<file path="src/hdl/pmfr_pkg.sv">
`timescale 1ns / 1ps

package pmfr_pkg;

  // One 64-bit block as eight bytes; byte i sits in bits 8i+7..8i.
  typedef logic [7:0][7:0] block_t;

  // The two seed mask bytes and the eight derived ones.
  typedef logic [9:0][7:0] masks_t;

  localparam int unsigned CFG_IDX_W = 8;
  localparam int unsigned CFG_DATA_W = 64;

  typedef enum logic [CFG_IDX_W-1:0] {
    REG_WHITENING_KEY   = 8'd0,
    REG_FIRST_ROUND_KEY = 8'd1
  } cfg_reg_e;

  // Round constant of the first round, added to byte 0.
  localparam logic [7:0] ROUND_CONST_1 = 8'h01;

  // Bytes of the plaintext that take mask m1; the rest take m0.
  localparam logic [7:0] PT_LANES_M1 = 8'b1001_0001;

  // Byte of the whitening key that takes mask m1; the rest take m2.
  localparam int unsigned WK_LANE_M1 = 3;

  // Left-rotation amounts of the bit-rotation layer, by byte.
  localparam logic [2:0] RLAYER_ROT [8] = '{3'd0, 3'd7, 3'd4, 3'd3, 3'd6, 3'd5, 3'd1, 3'd2};

  function automatic logic [7:0] rotl8(input logic [7:0] v, input logic [2:0] n);
    logic [15:0] t;
    t = {v, v} << n;
    return t[15:8];
  endfunction

  // Secure AND gadget on shares (a, ma) and (b, mb) with fresh mask r.
  function automatic logic [7:0] sec_and(input logic [7:0] a, input logic [7:0] b,
                                         input logic [7:0] ma, input logic [7:0] mb,
                                         input logic [7:0] r);
    return (a & b) ^ r ^ (a & mb) ^ (ma & b) ^ (ma & mb);
  endfunction

  // Secure OR gadget on the same share layout.
  function automatic logic [7:0] sec_or(input logic [7:0] a, input logic [7:0] b,
                                        input logic [7:0] ma, input logic [7:0] mb,
                                        input logic [7:0] r);
    logic [7:0] u;
    logic [7:0] v;
    u = (r ^ mb) ^ (b | ma);
    v = (b & a) ^ (a | mb);
    return u ^ v;
  endfunction

endpackage

</file>
<file path="src/hdl/pmfr_mask_gen.sv">
`timescale 1ns / 1ps

module pmfr_mask_gen import pmfr_pkg::*; (
  input  logic [7:0] mask_a_i,
  input  logic [7:0] mask_b_i,
  output masks_t     masks_o
);

  logic [7:0] m2;

  assign m2 = mask_a_i ^ mask_b_i;

  assign masks_o[0] = mask_a_i;
  assign masks_o[1] = mask_b_i;
  assign masks_o[2] = m2;
  assign masks_o[3] = rotl8(mask_b_i, 3'd7) ^ mask_b_i;
  assign masks_o[4] = rotl8(m2, 3'd4) ^ mask_b_i;
  assign masks_o[5] = rotl8(mask_a_i, 3'd3) ^ m2;
  assign masks_o[6] = rotl8(mask_b_i, 3'd6) ^ mask_a_i;
  assign masks_o[7] = rotl8(mask_b_i, 3'd5) ^ mask_b_i;
  assign masks_o[8] = rotl8(m2, 3'd1) ^ mask_b_i;
  assign masks_o[9] = rotl8(mask_b_i, 3'd2) ^ mask_a_i;

endmodule

</file>
<file path="src/hdl/pmfr_sbox.sv">
`timescale 1ns / 1ps

module pmfr_sbox import pmfr_pkg::*; (
  input  block_t     state_i,
  input  logic [7:0] m0_i,
  input  logic [7:0] m1_i,
  input  logic [7:0] m2_i,
  output block_t     state_o
);

  block_t     s;
  logic [7:0] c;
  logic [7:0] t0;
  logic [7:0] t1;
  logic [7:0] t2;

  assign c = m0_i | m1_i;

  // Bitsliced masked S-layer: each byte lane holds one bit of all eight S-boxes.
  always_comb begin
    s = state_i;

    s[5] = s[5] ^ sec_and(s[7], s[6], m0_i, m1_i, m2_i);
    s[4] = s[4] ^ sec_and(s[3], s[5], m2_i, m0_i, m1_i);
    s[7] = s[7] ^ s[4];
    s[6] = s[6] ^ s[3];
    s[3] = s[3] ^ sec_or(s[5], s[4], m0_i, m2_i, c);
    s[5] = s[5] ^ s[7];
    s[4] = s[4] ^ sec_and(s[5], s[6], m2_i, m0_i, m1_i);
    s[2] = s[2] ^ sec_and(s[1], s[0], m1_i, m0_i, m2_i);
    s[0] = s[0] ^ sec_or(s[1], s[2], m1_i, m0_i, c);
    s[1] = s[1] ^ sec_or(s[2], s[0], m0_i, m2_i, c);
    s[2] = ~s[2];

    s[7] = s[7] ^ s[1];
    s[3] = s[3] ^ s[2];
    s[4] = s[4] ^ s[0];
    t0 = s[7];
    t1 = s[3];
    t2 = s[4];

    s[6] = s[6] ^ sec_and(s[5], t0, m2_i, m0_i, m1_i);
    t0 = t0 ^ s[6];
    s[6] = s[6] ^ sec_or(t2, t1, m1_i, m2_i, c);
    t1 = t1 ^ (s[5] ^ m0_i);
    s[5] = s[5] ^ sec_or(s[6], t2, m0_i, m1_i, c);
    t2 = t2 ^ sec_and(t1, t0, m0_i, m1_i, m2_i);

    // Output wiring of the lanes.
    s[2] = s[2] ^ t0;
    t0 = s[1] ^ t2;
    s[1] = s[0] ^ t1;
    s[0] = s[7] ^ m1_i;
    s[7] = t0;
    t1 = s[3];
    s[3] = s[6];
    s[6] = t1;
    t2 = s[4];
    s[4] = s[5];
    s[5] = t2;
  end

  assign state_o = s;

endmodule

</file>
<file path="src/hdl/pmfr_round.sv">
`timescale 1ns / 1ps

module pmfr_round import pmfr_pkg::*; (
  input  block_t     plaintext_i,
  input  logic [7:0] mask_a_i,
  input  logic [7:0] mask_b_i,
  input  block_t     whitening_key_i,
  input  block_t     round_key_i,
  output block_t     masked_plaintext_o,
  output block_t     round_one_state_o
);

  masks_t m;
  block_t masked_pt;
  block_t whitened;
  block_t sbox_out;
  block_t rot_out;

  pmfr_mask_gen u_mask_gen (
    .mask_a_i (mask_a_i),
    .mask_b_i (mask_b_i),
    .masks_o  (m)
  );

  // Input masking and masked whitening key.
  always_comb begin
    for (int i = 0; i < 8; i++) begin
      masked_pt[i] = plaintext_i[i] ^ (PT_LANES_M1[i] ? m[1] : m[0]);
      whitened[i]  = masked_pt[i] ^ whitening_key_i[i] ^ ((i == WK_LANE_M1) ? m[1] : m[2]);
    end
  end

  pmfr_sbox u_sbox (
    .state_i (whitened),
    .m0_i    (m[0]),
    .m1_i    (m[1]),
    .m2_i    (m[2]),
    .state_o (sbox_out)
  );

  // Bit-rotation layer and masked round key.
  always_comb begin
    for (int i = 0; i < 8; i++) begin
      rot_out[i] = rotl8(sbox_out[i], RLAYER_ROT[i]);
    end
    round_one_state_o[0] = rot_out[0] ^ round_key_i[0] ^ m[1] ^ ROUND_CONST_1;
    for (int i = 1; i < 8; i++) begin
      round_one_state_o[i] = rot_out[i] ^ round_key_i[i] ^ m[i+2];
    end
  end

  assign masked_plaintext_o = masked_pt;

endmodule

</file>
<file path="src/hdl/masked_pipo_first_round_top.sv">
`timescale 1ns / 1ps
// Channel | Direction | Handshake              | Payload
// in      | request   | in_valid_i, in_stall_o | plaintext_i, mask_a_i, mask_b_i
// out     | result    | out_valid_o, out_stall_i | masked_plaintext_o, round_one_state_o
// cfg     | write     | cfg_valid_i, cfg_ready_o | cfg_index_i, cfg_data_i
//
// A request is accepted every cycle while in_stall_o is low; its result passes through
// the input register, one combinational round and the result register before it is
// offered on out_valid_o.
// Reset clears both key registers to zero and empties both pipeline stages.
// A stall on the result side holds the result register; an empty input register
// still takes one more request, and in_stall_o is raised while that register is full.
// Configuration writes are always ready and are registered into the key registers.

module masked_pipo_first_round_top import pmfr_pkg::*; (
  input  logic                  clk_i,
  input  logic                  rst_ni,

  input  logic                  in_valid_i,
  output logic                  in_stall_o,
  input  logic [63:0]           plaintext_i,
  input  logic [7:0]            mask_a_i,
  input  logic [7:0]            mask_b_i,

  output logic                  out_valid_o,
  input  logic                  out_stall_i,
  output logic [63:0]           masked_plaintext_o,
  output logic [63:0]           round_one_state_o,

  input  logic                  cfg_valid_i,
  output logic                  cfg_ready_o,
  input  logic [CFG_IDX_W-1:0]  cfg_index_i,
  input  logic [CFG_DATA_W-1:0] cfg_data_i
);

  // Key registers.
  logic [63:0] wkey_q;
  logic [63:0] rkey_q;

  // Input stage.
  logic        in_vld_q;
  logic [63:0] pt_q;
  logic [7:0]  ma_q;
  logic [7:0]  mb_q;

  // Result stage.
  logic        out_vld_q;
  logic [63:0] mp_q;
  logic [63:0] st_q;
  logic [63:0] mp_d;
  logic [63:0] st_d;

  logic out_free;
  logic in_take;
  logic adv;

  // The configuration port never pushes back.
  assign cfg_ready_o = 1'b1;

  always_ff @(posedge clk_i or negedge rst_ni) begin
    if (!rst_ni) begin
      wkey_q <= '0;
      rkey_q <= '0;
    end else if (cfg_valid_i) begin
      unique case (cfg_index_i)
        REG_WHITENING_KEY:   wkey_q <= cfg_data_i;
        REG_FIRST_ROUND_KEY: rkey_q <= cfg_data_i;
        default: ;
      endcase
    end
  end

  // The result register can load when it is empty or being drained this cycle.
  assign out_free   = !out_vld_q || !out_stall_i;
  assign adv        = in_vld_q && out_free;
  assign in_stall_o = in_vld_q && !out_free;
  assign in_take    = in_valid_i && !in_stall_o;

  always_ff @(posedge clk_i or negedge rst_ni) begin
    if (!rst_ni) begin
      in_vld_q <= 1'b0;
    end else if (in_take) begin
      in_vld_q <= 1'b1;
    end else if (adv) begin
      in_vld_q <= 1'b0;
    end
  end

  always_ff @(posedge clk_i) begin
    if (in_take) begin
      pt_q <= plaintext_i;
      ma_q <= mask_a_i;
      mb_q <= mask_b_i;
    end
  end

  pmfr_round u_round (
    .plaintext_i        (pt_q),
    .mask_a_i           (ma_q),
    .mask_b_i           (mb_q),
    .whitening_key_i    (wkey_q),
    .round_key_i        (rkey_q),
    .masked_plaintext_o (mp_d),
    .round_one_state_o  (st_d)
  );

  always_ff @(posedge clk_i or negedge rst_ni) begin
    if (!rst_ni) begin
      out_vld_q <= 1'b0;
    end else if (out_free) begin
      out_vld_q <= in_vld_q;
    end
  end

  always_ff @(posedge clk_i) begin
    if (adv) begin
      mp_q <= mp_d;
      st_q <= st_d;
    end
  end

  assign out_valid_o        = out_vld_q;
  assign masked_plaintext_o = mp_q;
  assign round_one_state_o  = st_q;

endmodule

</file>
<file path="config.mk">
export PLATFORM = sky130hd
export DESIGN_NAME = masked_pipo_first_round_top
export DESIGN_NICKNAME = d
export VERILOG_FILES = /design/src/hdl/pmfr_pkg.sv /design/src/hdl/pmfr_mask_gen.sv /design/src/hdl/pmfr_sbox.sv /design/src/hdl/pmfr_round.sv /design/src/hdl/masked_pipo_first_round_top.sv
export SDC_FILE = /design/constraint.sdc
export NUM_CORES = 1
export LEC_CHECK = 0
export ABC_AREA = 0
export BUFFER_PORTS_ARGS = -buffer_cell sky130_fd_sc_hd__buf_2
export CORE_AREA = 3 3 236 238
export DETAILED_ROUTE_END_ITERATION = 10
export DIE_AREA = 0 0 239 241
export GPL_TIMING_DRIVEN = 1
export HOLD_SLACK_MARGIN = 0.08
export PLACE_DENSITY = 0.66
export SLEW_MARGIN = 20
export SYNTH_ARGS = -nofsm -noshare
export SYNTH_HDL_FRONTEND = slang
export SYNTH_SLANG_ARGS = --single-unit
</file>
<file path="constraint.sdc">
create_clock -name clk_i -period 13.63 [get_ports clk_i]
set_clock_uncertainty 0.15 [all_clocks]
set_input_delay 1.363 -clock clk_i [delete_from_list [all_inputs] [get_ports clk_i]]
set_output_delay 1.363 -clock clk_i [all_outputs]
set_load 0.05 [all_outputs]
</file>
Yosys cells after proc, flatten, opt, wreduce, memory -nomap -nowiden
Index checks and enable logic that the tools add are counted.

Reductions and logical operators: 12. Equal/unequal tests: 1. Muxes and demuxes: 2. Bitwise logic cells: 151.

Operator list (count): $xor A8 B8 Y8 (114); $and A8 B8 Y8 (24); $or A8 B8 Y8 (11); $eq A8 B1 Y1 const B (1); $logic_not A8 Y1 (1); $not A8 Y8 (1); $logic_not A1 Y1 (4); $reduce_and A2 Y1 (2); $logic_and A1 B1 Y1 (3); $mux W1 (2); $reduce_bool A2 Y1 (1); $logic_or A1 B1 Y1 (1); $not A1 Y1 (1).

Flip-flop bits (word level): 338. Output and inout bits: 131. Input port bits: 157. Word-level logic and storage cells: 175.

Depth between registers and ports, before layout
Depth in word-level cells: 34. Depth in mapped cells: 25. Mapped depth without buffers: 22.

Modules after synthesis
Synthesis repeated with hierarchy kept, for this count alone.

Cell total of the unflattened synthesis: 2144. Area total of the unflattened synthesis: 24176.9 µm².

Modules (own cells, without submodules): masked_pipo_first_round_top (times used 1, cells an instance 492, area an instance 11439.7 µm², seq. area each 9499.1 µm²); pmfr_sbox (times used 1, cells an instance 1205, area an instance 8378.0 µm², seq. area each 0.0 µm²); pmfr_round (times used 1, cells an instance 351, area an instance 3173.0 µm², seq. area each 0.0 µm²); pmfr_mask_gen (times used 1, cells an instance 96, area an instance 1186.1 µm², seq. area each 0.0 µm²).

Worst setup path before layout
Ideal clock, no wire load.

Kind: input to register. From: input port out_stall_i. To: register mp_q[0] (netlist: masked_plaintext_o[0]) (enable). Library setup time: 0.811 ns. Stages on the path: 1. Required time: 12.669 ns. Arrival time: 10.577 ns. Path buffers: 0. Slack: 2.092 ns. Path through: a21boi_0.

Word-level cells in the longest chain between the ends: 3.

Ends and longest elaborated chain: start, declared (RTL line masked_pipo_first_round_top.sv:26) `input logic out_stall_i,`; $logic_not A1 Y1 (RTL line masked_pipo_first_round_top.sv:74) `assign out_free = !out_vld_q || !out_stall_i;`; $logic_or A1 B1 Y1 (RTL line masked_pipo_first_round_top.sv:74); $logic_and A1 B1 Y1 (RTL line masked_pipo_first_round_top.sv:75) `assign adv = in_vld_q && out_free;`; end signal, assigned (RTL line masked_pipo_first_round_top.sv:117) `mp_q <= mp_d;`; end, declared (RTL line masked_pipo_first_round_top.sv:48) `logic [63:0] mp_q;`.

No other way between the ends. A chain may end at the register's enable or synchronous reset.

Final worst setup path
From: register mb_q[4]. To: register st_q[34] (netlist: round_one_state_o[34]), data pin.

Word-level cells in the longest chain between the ends: 34. Elaborated cells on any way between the ends: 105. Those cells by class: bitwise (105).

Ends and longest elaborated chain: start, declared (RTL line masked_pipo_first_round_top.sv:44) `logic [7:0] mb_q;`; start signal, assigned (RTL line masked_pipo_first_round_top.sv:93) `mb_q <= mask_b_i;`; $xor A8 B8 Y8 (RTL line pmfr_round.sv:28) `masked_pt[i] = plaintext_i[i] ^ (PT_LANES_M1[i] ? m[1] : m[0]);`; $xor A8 B8 Y8 (2 in a row) (RTL line pmfr_round.sv:29) `whitened[i] = masked_pt[i] ^ whitening_key_i[i] ^ ((i == WK_LANE_M1) ? m[1] : m[2]);`; $and A8 B8 Y8 (RTL line pmfr_pkg.sv:41) `return (a & b) ^ r ^ (a & mb) ^ (ma & b) ^ (ma & mb);`; $xor A8 B8 Y8 (4 in a row) (RTL line pmfr_pkg.sv:41); $xor A8 B8 Y8 (RTL line pmfr_sbox.sv:23) `s[5] = s[5] ^ sec_and(s[7], s[6], m0_i, m1_i, m2_i);`; $and A8 B8 Y8 (RTL line pmfr_pkg.sv:41); $xor A8 B8 Y8 (4 in a row) (RTL line pmfr_pkg.sv:41); $xor A8 B8 Y8 (RTL line pmfr_sbox.sv:24) `s[4] = s[4] ^ sec_and(s[3], s[5], m2_i, m0_i, m1_i);`; [... 12 more ...]; $xor A8 B8 Y8 (RTL line pmfr_sbox.sv:44) `s[6] = s[6] ^ sec_or(t2, t1, m1_i, m2_i, c);`; $and A8 B8 Y8 / $or A8 B8 Y8 (equally long branches) (RTL line pmfr_pkg.sv:51) `v = (b & a) ^ (a | mb);`; $xor A8 B8 Y8 (RTL line pmfr_pkg.sv:51); $xor A8 B8 Y8 (RTL line pmfr_pkg.sv:52) `return u ^ v;`; $xor A8 B8 Y8 (RTL line pmfr_sbox.sv:46) `s[5] = s[5] ^ sec_or(s[6], t2, m0_i, m1_i, c);`; $xor A8 B8 Y8 (RTL line pmfr_round.sv:48) `round_one_state_o[i] = rot_out[i] ^ round_key_i[i] ^ m[i+2];`; $xor A8 B8 Y8 * (RTL line pmfr_round.sv:48); via st_d[34] (RTL line masked_pipo_first_round_top.sv:51) `logic [63:0] st_d;`; end signal, assigned (RTL line masked_pipo_first_round_top.sv:118) `st_q <= st_d;`; end, declared (RTL line masked_pipo_first_round_top.sv:49) `logic [63:0] st_q;`.

Mark *: on every way through the listed nets, which the timed path passes. The rest lies on a longest branch.

==> results.txt <==
Die ar. -> 0.0576 mm^2
outcome -> completed
Slew @ Worst Pin -> 1.10 ns
internal power -> 3330 uW
Mapped Area -> 0.0219 mm^2
worst setup path class -> flip-flop to flip-flop
Async SR Flop Fraction -> 0.385
Non-Filler Instances -> 2962
cells after synthesis -> 1977
Placement Rows -> 85
final hold vios -> 0
Post-synth EDFFs -> 208
clock root buffer -> clkbuf_16
Mean Syn Cell Area -> 11.1 um^2
Vias per Instance -> 5.35
Core ar. -> 0.0538 mm^2
Hold Path Class -> flip-flop to flip-flop
flops & latches, synth -> 338
maxcap violations -> 0
synth unique cells -> 91
# fillers -> 4933
DRT Pass-1 Iters -> 7
quantity of gates resized following cts -> 0
hold path startpoint -> in_vld_q$_DFFE_PN0P_
Die Y -> 241 um
Iter 0 DRT Violations -> 1230
CTS buffer count -> 41
Worst EP required -> 13.79 ns
gr usage total -> 0.206
Critical R2R Launch -> mb_q[4]$_DFFE_PP_
Power Dens Cells -> 228 mW/mm^2
vias in the first global route -> 15.4k
Arr. time, crit path -> 7.18 ns
CP max FO -> 30
post-synthesis sequential area ratio -> 0.434
IR drop worst, VDD -> 0.104 mV
initial core utilization -> 0.407
synthesis warning total -> 0
share of cells above drive strength 1 -> 0.246
worst rel slew slack -> 0.264
commonest non-fill, non-tap cell in the layout -> xnor2_1
clock power share -> 0.191
CTS sink count -> 338
Final Slew Violations -> 0
Port Buffers -> 286
drc violations -> 0
crit share post-route -> 0.515
Cells after DPL -> 2883
Period minus WS final -> 7.02 ns
Leak -> 0.0102 uW
hold_ws -> 0.368 ns
Final GP Congestion -> 0.898
most common flop cell mapped by yosys -> edfxtp_1
grt ovf -> 0
io pins -> 288
total wire length -> 61.2 mm
CTS tree -> done
clock-pin slew on the worst setup and hold paths -> 0.06 ns
post-layout util -> 0.472
maximum clock path buffer count -> 3
# setup viols final -> 0
critical path endpoint category -> flip-flop
# nets final -> 2411
clk_lat worst skew -> 0.57 ns
CTS Hold Bufs -> 0
# Post-CTS Setup Buffers -> 0
Critical Path Start -> mb_q[4]$_DFFE_PP_
initial antenna violation count -> 5
via count -> 15.8k
global-route wire length before repair -> 91.1 mm
net switching power -> 2450 uW
area grow syn2layout -> 16.0%
H-Tree Level Count -> 2
switching share of total power -> 0.424
Fmax -> 142 MHz
largest net degree at the start of global routing -> 70
syn nets -> 2158
DP HPWL -> 44.1 mm
Gate power share -> 0.551
Final ANT Viol Nets -> 0
drt wl/cell -> 20.6 um
Startpoint Class -> flip-flop
setup_tns -> 0 ns
chip width -> 239 um
RSZ-0062 raised after global routing -> no
most frequent cells in the layout -> 439 x xnor2_1, 285 x buf_2, 208 x edfxtp_1, 177 x xor2_1, 136 x mux2_2
sequential power share -> 0.258
## critical path, cell delays in order, from the launching register on
cell and delay [ns]:
edfxtp_1 0.32, buf_4 0.34, inv_2 0.19, ha_1 0.99, nand2b_1 0.25, nor2b_1 0.36
a211oi_1 0.20, or4_1 0.60, nand2_1 0.30, o21ai_0 0.15, a221oi_1 0.34, xnor2_1 0.28
xnor2_1 0.18, ha_1 0.22, xnor2_1 0.28, xnor2_1 0.13, xnor2_1 0.41, mux2_2 0.39
a21oi_1 0.18, xnor2_1 0.18, mux2i_1 0.13, xor2_1 0.17
## state kept, by name, summed over array words and instances, names as in the netlist
signal	cells
round_one_state_o	64
mb_q	8
pt_q	64
ma_q	8
in_vld_q	1
masked_plaintext_o	64
out_valid_o	1
wkey_q	64
rkey_q	64
## power by group through the flow
| stage | clock network [uW] | registers [uW] | logic [uW] |
|---|---|---|---|
| detailed placement | 0 | 1520 | 3170 |
| finish | 1100 | 1490 | 3190 |
| global placement | 0 | 1520 | 3130 |
| CTS | 1140 | 1500 | 3190 |
| floorplan | 0 | 1920 | 2130 |
| global route | 1180 | 1510 | 3430 |
## cell type report
| cell class | count | area, um^2 | area share |
|---|---|---|---|
| Multi-Input combinational cell | 1508 | 11900 | 0.469 |
| Sequential cell | 338 | 9500 | 0.374 |
| Timing Repair Buffer | 309 | 1610 | 0.0634 |
| Clock buffer | 55 | 1170 | 0.0461 |
| Tap cell | 696 | 871 | 0.0343 |
| Clock inverter | 21 | 203 | 0.00799 |
| Inverter | 32 | 120 | 0.00473 |
| Antenna cell | 3 | 7.51 | 0.000296 |
## path summary, 6_finish.rpt
check	slack, ns	end	cells after the start
setup / recovery	6.61	round_one_state_o[34]$_DFFE_PP_	21
hold / removal	0.37	out_valid_o$_DFFE_PN0P_	1
setup reg to reg	6.61	round_one_state_o[34]$_DFFE_PP_	21
hold reg to reg	0.37	out_valid_o$_DFFE_PN0P_	1
max in group asynchronous	11.22	wkey_q[51]$_DFFE_PN0P_	2
min in group asynchronous	0.63	out_valid_o$_DFFE_PN0P_	1
## through the flow
step | power, uW | cell area (um^2) | setup slack [ns]
global placement | 4650 | 24000 | 6.89
detailed placement | 4690 | 24000 | 6.70
floorplan | 4050 | 21900 | 2.09
CTS | 5830 | 25400 | 6.70
global route | 6120 | 25400 | 6.13
finish | 5790 | 25400 | 6.61
## cell usage after synthesis (7+ instances only)
cell / count / area (um^2)
a221oi_1: 12 / 105
a21o_1: 9 / 67.6
mux2i_1: 34 / 340
a21oi_1: 71 / 355
o21ai_0: 71 / 355
a31oi_1: 23 / 144
mux2_2: 136 / 1530
nor2b_1: 7 / 43.8
nand2b_1: 11 / 68.8
o22ai_1: 13 / 81.3
maj3_1: 8 / 80.1
inv_1: 22 / 82.6
buf_2: 15 / 75.1
nand3_1: 38 / 190
clkbuf_1: 64 / 240
dfrtp_1: 130 / 3250
or2_2: 7 / 43.8
nand2_1: 98 / 368
xnor2_2: 8 / 130
nor3_1: 37 / 185
clkinv_1: 7 / 26.3
o31ai_1: 7 / 52.6
a211oi_1: 17 / 128
a22oi_1: 10 / 75.1
xor2_1: 177 / 1550
xnor2_1: 439 / 3840
o32ai_1: 7 / 61.3
edfxtp_1: 208 / 6250
nor2_1: 104 / 390
buf_1: 18 / 67.6
o211ai_1: 16 / 120
ha_1: 24 / 300
## cell families (layout without fill, tap and decap cells)
family	Yosys count	after routing	synth area share
buffers and inverters	131	417	0.0237
other	1	4	0.000171
flip-flops	338	338	0.434
AND/OR/NAND/NOR	343	343	0.0722
XOR/XNOR	638	638	0.266
AO/OA/AOI/OAI	321	321	0.0985
adder cells (fa/ha/maj)	34	34	0.0184
multiplexers	171	171	0.0866
## routing by layer
metal,GRT usage,up-vias,part of all wire
met5,0,-,0.00021
met4,0.0735,2,0.034
met3,0.0392,106,0.054
met2,0.343,503,0.48
met1,0.268,7742,0.44
li1,-,7488,-
Note: power is estimated with default switching activity, not from simulation.
